### src/rtl/core/spmf_pkg.sv
// Package: shared widths, register indexes, sequencer states and reset values.
`default_nettype none

package spmf_pkg;

  // Fixed field widths
  localparam int unsigned COEF_W   = 40;
  localparam int unsigned SAMPLE_W = 8;
  localparam int unsigned DIST_W   = 8;
  localparam int unsigned REG_IDX_W = 3;

  // Horner accumulator: each multiply by the 8-bit sample (zero-extended) grows it by 9 bits
  localparam int unsigned ACC_W = COEF_W + 3 * (SAMPLE_W + 1);

  // Configuration register indexes
  typedef enum logic [REG_IDX_W-1:0] {
    REG_COEF_CUBIC  = 3'd0,
    REG_COEF_SQUARE = 3'd1,
    REG_COEF_LINEAR = 3'd2,
    REG_COEF_OFFSET = 3'd3,
    REG_HIGH_THR    = 3'd4,
    REG_HIGH_VAL    = 3'd5,
    REG_LOW_THR     = 3'd6,
    REG_LOW_VAL     = 3'd7
  } reg_idx_e;

  // Sequencer states
  typedef enum logic [2:0] {
    ST_IDLE,
    ST_MAC,
    ST_STORE,
    ST_MEDIAN,
    ST_EMIT
  } state_e;

  // Register reset values
  localparam logic signed [COEF_W-1:0] COEF_CUBIC_RST  = -40'sd3663;
  localparam logic signed [COEF_W-1:0] COEF_SQUARE_RST = 40'sd1090519;
  localparam logic signed [COEF_W-1:0] COEF_LINEAR_RST = -40'sd121248940;
  localparam logic signed [COEF_W-1:0] COEF_OFFSET_RST = 40'sd5874709955;
  localparam logic [DIST_W-1:0]        HIGH_THR_RST    = 8'd180;
  localparam logic [DIST_W-1:0]        HIGH_VAL_RST    = 8'd245;
  localparam logic [DIST_W-1:0]        LOW_THR_RST     = 8'd40;
  localparam logic [DIST_W-1:0]        LOW_VAL_RST     = 8'd0;

endpackage

`default_nettype wire

### src/rtl/core/sensor_poly_median_filter.sv
// Infrared distance linearizer (cubic, shared multiply-accumulate) with median-of-group filter.
// Per sample the sequencer accepts and loads it, runs 3 multiply-accumulate steps on the
//   shared MAC and 1 saturate-and-store step; in_ready_o stays low until it is idle again.
// Every GROUP_SIZE-th sample adds a median scan over the group and an emit step, so its result
//   is registered in ST_EMIT, which waits while an older result is not taken.
// Reset (asynchronous, active low) loads the register defaults and empties the group.
`default_nettype none

module sensor_poly_median_filter
  import spmf_pkg::*;
#(
  parameter int unsigned GROUP_SIZE    = 5,
  parameter int unsigned FRACTION_BITS = 24
) (
  input  wire logic                clk_i,
  input  wire logic                rst_ni,

  input  wire logic                cfg_we_i,
  input  wire logic [REG_IDX_W-1:0] cfg_index_i,
  input  wire logic [COEF_W-1:0]   cfg_data_i,

  input  wire logic                in_valid_i,
  output      logic                in_ready_o,
  input  wire logic [SAMPLE_W-1:0] raw_sample_i,

  output      logic                out_valid_o,
  input  wire logic                out_ready_i,
  output      logic [DIST_W-1:0]   filtered_distance_o
);

  localparam int unsigned IDX_W = (GROUP_SIZE > 1) ? $clog2(GROUP_SIZE) : 1;
  localparam int unsigned CNT_W = $clog2(GROUP_SIZE + 1);
  localparam logic [CNT_W-1:0] MID_POS  = CNT_W'(GROUP_SIZE / 2);
  localparam logic [IDX_W-1:0] LAST_IDX = IDX_W'(GROUP_SIZE - 1);
  localparam logic [1:0]       LAST_STEP = 2'd3;

  // Configuration registers
  logic signed [COEF_W-1:0] coef_q [4];
  logic [DIST_W-1:0] high_thr_q, high_val_q, low_thr_q, low_val_q;

  // Sequencer and datapath registers
  state_e                 state_q, state_d;
  logic signed [ACC_W-1:0] acc_q, acc_d;
  logic [SAMPLE_W-1:0]    x_q, x_d;
  logic [1:0]             step_q, step_d;
  logic [IDX_W-1:0]       fill_q, fill_d;
  logic [IDX_W-1:0]       cand_q, cand_d;
  logic [DIST_W-1:0]      med_q, med_d;
  logic                   out_valid_q, out_valid_d;
  logic [DIST_W-1:0]      out_data_q, out_data_d;

  // Group store, written once per sample, no reset
  logic [DIST_W-1:0] group_q [GROUP_SIZE];
  logic              store_we;

  // Shared MAC and helpers
  logic signed [ACC_W+SAMPLE_W:0] mac_prod;
  logic signed [ACC_W-1:0]        mac_sum;
  logic signed [COEF_W-1:0]       coef_sel;
  logic [DIST_W-1:0]              conv_dist;
  logic [DIST_W-1:0]              cand_val;
  logic [CNT_W-1:0]               lt_cnt, le_cnt;
  logic                           cand_match;

  // Write configuration registers
  always_ff @(posedge clk_i or negedge rst_ni) begin
    if (!rst_ni) begin
      coef_q[0]  <= COEF_CUBIC_RST;
      coef_q[1]  <= COEF_SQUARE_RST;
      coef_q[2]  <= COEF_LINEAR_RST;
      coef_q[3]  <= COEF_OFFSET_RST;
      high_thr_q <= HIGH_THR_RST;
      high_val_q <= HIGH_VAL_RST;
      low_thr_q  <= LOW_THR_RST;
      low_val_q  <= LOW_VAL_RST;
    end else if (cfg_we_i) begin
      case (reg_idx_e'(cfg_index_i))
        REG_COEF_CUBIC:  coef_q[0]  <= cfg_data_i;
        REG_COEF_SQUARE: coef_q[1]  <= cfg_data_i;
        REG_COEF_LINEAR: coef_q[2]  <= cfg_data_i;
        REG_COEF_OFFSET: coef_q[3]  <= cfg_data_i;
        REG_HIGH_THR:    high_thr_q <= cfg_data_i[DIST_W-1:0];
        REG_HIGH_VAL:    high_val_q <= cfg_data_i[DIST_W-1:0];
        REG_LOW_THR:     low_thr_q  <= cfg_data_i[DIST_W-1:0];
        REG_LOW_VAL:     low_val_q  <= cfg_data_i[DIST_W-1:0];
        default: ;
      endcase
    end
  end

  // Multiply-accumulate: acc * x + next coefficient
  assign coef_sel = coef_q[step_q];
  assign mac_prod = acc_q * $signed({1'b0, x_q});
  assign mac_sum  = mac_prod[ACC_W-1:0]
                  + {{(ACC_W - COEF_W){coef_sel[COEF_W-1]}}, coef_sel};

  // Floor, drop negatives to zero, saturate above the 8-bit range
  always_comb begin
    if (acc_q[ACC_W-1]) begin
      conv_dist = '0;
    end else if (|acc_q[ACC_W-2:FRACTION_BITS+DIST_W]) begin
      conv_dist = '1;
    end else begin
      conv_dist = acc_q[FRACTION_BITS+DIST_W-1:FRACTION_BITS];
    end
  end

  // Rank the candidate entry against the whole group
  assign cand_val = group_q[cand_q];
  always_comb begin
    lt_cnt = '0;
    le_cnt = '0;
    for (int j = 0; j < GROUP_SIZE; j++) begin
      lt_cnt = lt_cnt + CNT_W'(group_q[j] <  cand_val);
      le_cnt = le_cnt + CNT_W'(group_q[j] <= cand_val);
    end
  end
  assign cand_match = (lt_cnt <= MID_POS) && (le_cnt > MID_POS);

  // Next state and datapath control
  always_comb begin
    state_d     = state_q;
    acc_d       = acc_q;
    x_d         = x_q;
    step_d      = step_q;
    fill_d      = fill_q;
    cand_d      = cand_q;
    med_d       = med_q;
    out_valid_d = out_valid_q && !out_ready_i;
    out_data_d  = out_data_q;
    store_we    = 1'b0;
    in_ready_o  = (state_q == ST_IDLE);

    case (state_q)
      ST_IDLE: begin
        // Load the cubic coefficient and hold the sample
        if (in_valid_i) begin
          acc_d   = {{(ACC_W - COEF_W){coef_q[0][COEF_W-1]}}, coef_q[0]};
          x_d     = raw_sample_i;
          step_d  = 2'd1;
          state_d = ST_MAC;
        end
      end
      ST_MAC: begin
        // Advance one Horner step per cycle
        acc_d  = mac_sum;
        step_d = step_q + 2'd1;
        if (step_q == LAST_STEP) begin
          state_d = ST_STORE;
        end
      end
      ST_STORE: begin
        // Store the distance; a full group starts the median scan
        store_we = 1'b1;
        if (fill_q == LAST_IDX) begin
          fill_d  = '0;
          cand_d  = '0;
          state_d = ST_MEDIAN;
        end else begin
          fill_d  = fill_q + IDX_W'(1);
          state_d = ST_IDLE;
        end
      end
      ST_MEDIAN: begin
        // Keep the entry whose rank covers the middle position
        if (cand_match) begin
          med_d = cand_val;
        end
        cand_d = cand_q + IDX_W'(1);
        if (cand_q == LAST_IDX) begin
          state_d = ST_EMIT;
        end
      end
      ST_EMIT: begin
        // Clamp into the output register once it is free
        if (!out_valid_q || out_ready_i) begin
          out_valid_d = 1'b1;
          if (med_q > high_thr_q) begin
            out_data_d = high_val_q;
          end else if (med_q < low_thr_q) begin
            out_data_d = low_val_q;
          end else begin
            out_data_d = med_q;
          end
          state_d = ST_IDLE;
        end
      end
      default: begin
        state_d = ST_IDLE;
      end
    endcase
  end

  // State register
  always_ff @(posedge clk_i or negedge rst_ni) begin
    if (!rst_ni) begin
      state_q <= ST_IDLE;
    end else begin
      state_q <= state_d;
    end
  end

  // Control registers
  always_ff @(posedge clk_i or negedge rst_ni) begin
    if (!rst_ni) begin
      step_q      <= '0;
      fill_q      <= '0;
      cand_q      <= '0;
      out_valid_q <= 1'b0;
    end else begin
      step_q      <= step_d;
      fill_q      <= fill_d;
      cand_q      <= cand_d;
      out_valid_q <= out_valid_d;
    end
  end

  // Payload registers
  always_ff @(posedge clk_i) begin
    acc_q      <= acc_d;
    x_q        <= x_d;
    med_q      <= med_d;
    out_data_q <= out_data_d;
  end

  // Group store write
  always_ff @(posedge clk_i) begin
    if (store_we) begin
      group_q[fill_q] <= conv_dist;
    end
  end

  assign out_valid_o         = out_valid_q;
  assign filtered_distance_o = out_data_q;

endmodule

`default_nettype wire
### config.mk
export PLATFORM = sky130hd
export DESIGN_NAME = sensor_poly_median_filter
export DESIGN_NICKNAME = d
export VERILOG_FILES = /design/src/rtl/core/spmf_pkg.sv /design/src/rtl/core/sensor_poly_median_filter.sv
export SDC_FILE = /design/constraint.sdc
export NUM_CORES = 2
export LEC_CHECK = 0
export ABC_AREA = 1
export BUFFER_PORTS_ARGS = -buffer_cell sky130_fd_sc_hd__buf_2
export CAP_MARGIN = 20
export CORE_ASPECT_RATIO = 1.2
export CORE_MARGIN = 4
export CORE_UTILIZATION = 60
export CTS_CLUSTER_DIAMETER = 80
export DETAILED_ROUTE_END_ITERATION = 7
export PLACE_DENSITY_LB_ADDON = 0.3
export RECOVER_POWER = 25
export SKIP_LAST_GASP = 1
export SLEW_MARGIN = 20
export SYNTH_ARGS = -nofsm -noshare
export SYNTH_HDL_FRONTEND = slang
export SYNTH_SLANG_ARGS = --single-unit
### constraint.sdc
create_clock -name clk_i -period 10.55 [get_ports clk_i]
set_input_delay 1.055 -clock clk_i [delete_from_list [all_inputs] [get_ports clk_i]]
set_output_delay 1.055 -clock clk_i [all_outputs]
set_load 0.02 [all_outputs]
## After elaboration in Yosys (flattened, before gate mapping)

Memories as Yosys holds them, arrays and structs flattened.
Cells that the tools add are included.

| storage, ports and cells | value |
|---|---|
| register bits | 295 |
| bits in writable memories | 40 |
| input port bits | 56 |
| output and inout bits | 10 |
| logic and storage cells | 115 |
| memories kept | 1 |

Memories:

| memory | words | bits a word | rd ports | clocked after memory_dff | write ports | line | source |
|---|---|---|---|---|---|---|---|
| group_q | 5 | 8 | 6 | 0 | 1 | sensor_poly_median_filter.sv:53 | `logic [DIST_W-1:0] group_q [GROUP_SIZE];` |

| cells by class | value |
|---|---|
| add/sub/neg operators | 12 |
| multiply operators | 1 |
| $lt $le $gt $ge | 15 |
| equality and inequality tests | 19 |
| mux-type cells | 25 |
| bitwise gates (word level) | 1 |
| reduce and logical (&&, ||, !) cells | 24 |

Operator list:

| operator | count |
|---|---|
| $pmux 67 s2 | 1 |
| $bmux 40 s2 | 1 |
| $mux 40 | 2 |
| $add 67x67->67 | 1 |
| $mul 67x9->67 | 1 |
| $mux 67 | 1 |
| $lt 8x8->1 | 6 |
| $le 8x8->1 | 5 |
| $reduce_or 34->1 | 1 |
| $mux 8 | 4 |
| $reduce_and 2->1 | 13 |
| $eq 3x3->1 const B | 7 |
| $mux 3 | 6 |
| $pmux 3 s5 | 1 |
| $add 3x1->3 | 4 |
| $eq 3x2->1 const B | 4 |
| $ne 2x2->1 const B | 5 |
| $gt 8x8->1 | 1 |
| $add 2x1->3 | 2 |
| $add 3x1->3 const B | 2 |
| $eq 3x1->1 const B | 2 |
| $logic_not 3->1 | 2 |
| $pmux 3 s2 | 1 |
| $mux 1 | 5 |
| 14 further kinds | 19 |

## Longest topological paths before layout

An unclocked memory read counts as a cell.

| logic depth | value |
|---|---|
| depth in word-level cells | 9 |
| depth in mapped cells | 27 |
| gate-level depth less buffers | 25 |

## Least setup slack after synthesis

OpenSTA, ideal clock, no wires.

| path | value |
|---|---|
| path kind | reg-to-reg |
| start | reg x_q[0] |
| end | reg acc_q[65], data pin |
| arrival | 4932 ps |
| data required time | 10286 ps |
| path slack | 5354 ps |
| cell stages (with the launch flop) | 24 |
| path buffers | 2 |
| cell sequence | edfxtp_1 > clkbuf_1 > buf_1 > nand2_1 > fa_1 > inv_1 > fa_1 > fa_1 > fa_1 > inv_1 > fa_1 > inv_1 > ha_1 > nand2_1 > nor2_2 > inv_2 > nor2_1 > inv_2 > nor4_2 > nand2_1 > nand2_1 > nand2_1 > nand3_1 > nand2_1 |

| on the way | value |
|---|---|
| cells in the longest elaborated chain, start to end | 3 |

Ends and longest elaborated chain:

| item | line | source |
|---|---|---|
| start: declaration | sensor_poly_median_filter.sv:44 | `logic [SAMPLE_W-1:0] x_q, x_d;` |
| start signal: assignment | sensor_poly_median_filter.sv:221 | `x_q <= x_d;` |
| $mul 67x9->67 | sensor_poly_median_filter.sv:93 | `assign mac_prod = acc_q * $signed({1'b0, x_q});` |
| $add 67x67->67 | sensor_poly_median_filter.sv:95 | `+ {{(ACC_W - COEF_W){coef_sel[COEF_W-1]}}, coef_sel};` |
| $pmux 67 s2 | sensor_poly_median_filter.sv:134 | `case (state_q)` |
| net acc_d[65] | sensor_poly_median_filter.sv:43 | `logic signed [ACC_W-1:0] acc_q, acc_d;` |
| end signal: assignment | sensor_poly_median_filter.sv:220 | `acc_q <= acc_d;` |
| end: declaration | sensor_poly_median_filter.sv:43 |  |

The timed path passes the listed nets, and every way through them passes these cells.
A chain may end at the register's enable or synchronous reset.

==> impl_metrics.tcl <==
set metrics [dict create \
    grt_overflow 0 \
    synth.area.top_cells "fa_1, nand2_1, edfxtp_1" \
    ys_seq_area_share_pct 27.13 \
    hold_violations 0 \
    path_class "input port to asynchronous set/reset pin" \
    multiInputGateArea_um2 21940 \
    yosys_most_used_dff "edfxtp_1" \
    hold_buffers 0 \
    h-tree-depth 2 \
    path_cells "clkbuf_1, clkbuf_1, buf_4" \
    clkSinkCount 359 \
    r2r.worst_path.cells 24 \
    skew_ns 0.03285 \
    placed_cells 5300 \
    dr.max_layer_used "met5" \
    regArea_um2 9884 \
    fin_crit_sh_pct 65.87 \
    hold_depth 2 \
    yosysWarningCount 0 \
    die_w_um 232.9 \
    slew_viol_final 230 \
    crit_fanout 74 \
    rows 98 \
    cp.arrival_ns 7.52 \
    max_clock_freq_ghz 0.1439 \
    setup_viol 0 \
    synth_edf_count 155 \
    initial_core_util_pct 60.88 \
    core_um2 59840 \
    dp_hpwl_um 75680 \
    dieArea_um2 64740 \
    nFillCells 5294 \
    synth_area_um2 36430 \
    cts_tree "done" \
    drcViolationCount 0 \
    drive_gt1_share_pct 6.965 \
    regToRegStartpoint "x_q[0]" \
    synthCells 4611 \
    outcome "finished with violations" \
    reg2reg_setup_slack_ns 4.29 \
    drt_iter0_drc 2243 \
    grt_pass1_wl_um 161300 \
    drv_cap 3 \
    wl_per_cell_um 18.59 \
    holdPathEnd "coef_q[43]" \
    drt_pass1_iterations 5 \
    yosysTopAreaCell "fa_1" \
    cts_setup_buffers 0 \
    insertedDiodeCount 0 \
    utilization_pct 64.08 \
    violations "capacitance limit, slew limit" \
    critPathCaptureType "asynchronous set/reset pin" \
    clk_latency_ns 0.58 \
    routed_via_density 5.514 \
    crit_path_frequent_cell "clkbuf_1" \
    wl_met2_um 47190 \
    vias 29590 \
    crit_family "buffers and inverters" \
    ys_types 52 \
    cp_slowest_cell "clkbuf_1" \
    path_buf_inv 3 \
    required_ns 11.13 \
    antenna_found_initial 1 \
    dieHeight_um 277.9 \
    ys_ff_latch 359 \
    syn_to_final_growth_pct 5.251 \
    place_congestion 1.033 \
    rsz0062_at_grt "false" \
    slew-limit-headroom_pct -154.0 \
    syn_avg_cell_area_um2 7.901 \
    clk_pin_slew_ns 0.06 \
    worst_pin_slew_ns 3.809 \
    antenna_left 0 \
    hold_slack_ns 0.4789 \
    ys_async_sr_fraction_pct 56.82 \
    routed_wl_um 99750 \
    synth_top_area_share_pct 23.74 \
    min_from "coef_q[43]" \
    grt_max_degree 81 \
    wl_met3_um 7205 \
    r2r_end "acc_q[64]" \
    io-pin-count 66 \
    cts-root-buf "clkbuf_16" \
    max_stage_delay_ns 2.84 \
    cts_made_buffers 38 \
    tns_ns 0 \
    wirelength_met1_um 41290 \
    cts_buffer_depth 3 \
    nets 5232 \
    period_needed_ns 6.949 \
    hold_path_class "flip-flop to flip-flop" \
    start_kind "input port" \
    globalRouteTotalUtil_pct 31.54 \
    instances_no_fill 5366 \
    cts_resized 0 \
    numPortBuffers 65 \
    syn_nets 5303 \
    grt_pass1_vias 30530 \
]
==> state kept, by name, summed over array words and instances, names as in the netlist <==
name and cells:
acc_q 67, cand_q 3, coef_q 160, fill_q 3
filtered_distance_o 8, group_q 64, high_thr_q 8, high_val_q 8
low_thr_q 8, low_val_q 8, med_q 8, out_valid_o 1
state_q 3, step_q 2, x_q 8
==> per-stage QoR <==
step           area [um2]  setup slack, ns
3_3_place_gp        37180            4.465
2_1_floorplan       36430            5.354
3_5_place_dp        37180            4.471
5_1_grt             38340            2.223
4_1_cts             38390            4.402
6_report            38340            3.601
==> cell usage after synthesis (all sizes together), types with 12 or more instances <==
cell type / n
nand2: 1348
inv: 1007
fa: 432
o21ai: 349
nor2: 248
ha: 204
clkbuf: 166
a21oi: 165
edfxtp: 155
nand3: 106
dfrtp: 105
dfstp: 99
buf: 37
a32o: 29
xnor2: 27
o22ai: 25
nand4: 18
nor4: 17
o21bai: 14
nor3: 12
==> worst max path at each step <==
stage	startpoint	endpoint	slack (ns)	cells past startpoint
finish	rst_ni	step_q[0]	3.60	3
global route	rst_ni	step_q[0]	2.22	3
CTS	x_q[0]	acc_q[60]	4.40	21
detailed placement	x_q[0]	acc_q[60]	4.47	21
global placement	x_q[0]	acc_q[41]	4.46	24
floorplan	x_q[0]	acc_q[65]	5.35	23
==> area by class of cell <==
type                    count  share of cell area [%]
clock buffers              48                   2.741
inverters                1011                   9.897
repair buffers             92                   1.312
flip-flops and latches    359                   25.78
well taps                 800                   2.611
clock inverters            18                  0.4275
multi-input cells        3038                   57.23
==> routing by layer <==
| layer | track usage (%) | up-vias |
|---|---|---|
| met1 | 43.02 | 14330 |
| met2 | 52.03 | 1145 |
| met4 | 11.38 | 2 |
| met5 | 0 | - |
| met3 | 4.324 | 251 |
| li1 | - | 13860 |
==> logic make-up (layout without fill, tap and decap cells) <==
family                   count (synthesis)  in the layout  share of synthesized area [%]
AND/OR/NAND/NOR                       1766           1766                          19.60
buffers and inverters                 1214           1169                          12.65
adder cells (fa/ha/maj)                636            636                          30.75
AO/OA/AOI/OAI                          608            608                          9.194
flip-flops                             359            359                          27.13
XOR/XNOR                                28             28                         0.6732
==> worst register-to-register path: stages (launching register included) <==
cell	delay, ns
edfxtp_1	0.33
buf_4	0.70
nand2_1	0.25
fa_1	0.58
inv_1	0.06
fa_1	0.48
fa_1	0.52
fa_1	0.51
inv_1	0.05
fa_1	0.48
inv_1	0.05
ha_1	0.36
nand2_2	0.11
nor2_1	0.33
inv_1	0.09
nor2_2	0.15
nor2_1	0.07
nand2_2	0.18
nand2_2	0.07
nand2_2	0.18
nand2_1	0.13
nand2_1	0.09
nand2_1	0.05
nand3_1	0.06
nand2_1	0.08
==> layout by cell type (no fill, tap or decap), drive strengths merged, types with 9 or more instances in the layout <==
cell,instances
a21oi,165
edfxtp,155
clkbuf,60
dfstp,99
xnor2,27
nor3,12
nand2,1348
o22ai,25
o21ai,349
nand3b,9
nand3,106
nor4,17
clkinv,14
fa,432
nand4,18
o21bai,14
buf,80
dfrtp,105
nor2,248
ha,204
a32o,29
inv,1012
Power is not shown: default switching activity piles up to over one toggle a cycle in this logic, so the estimate is an artifact.
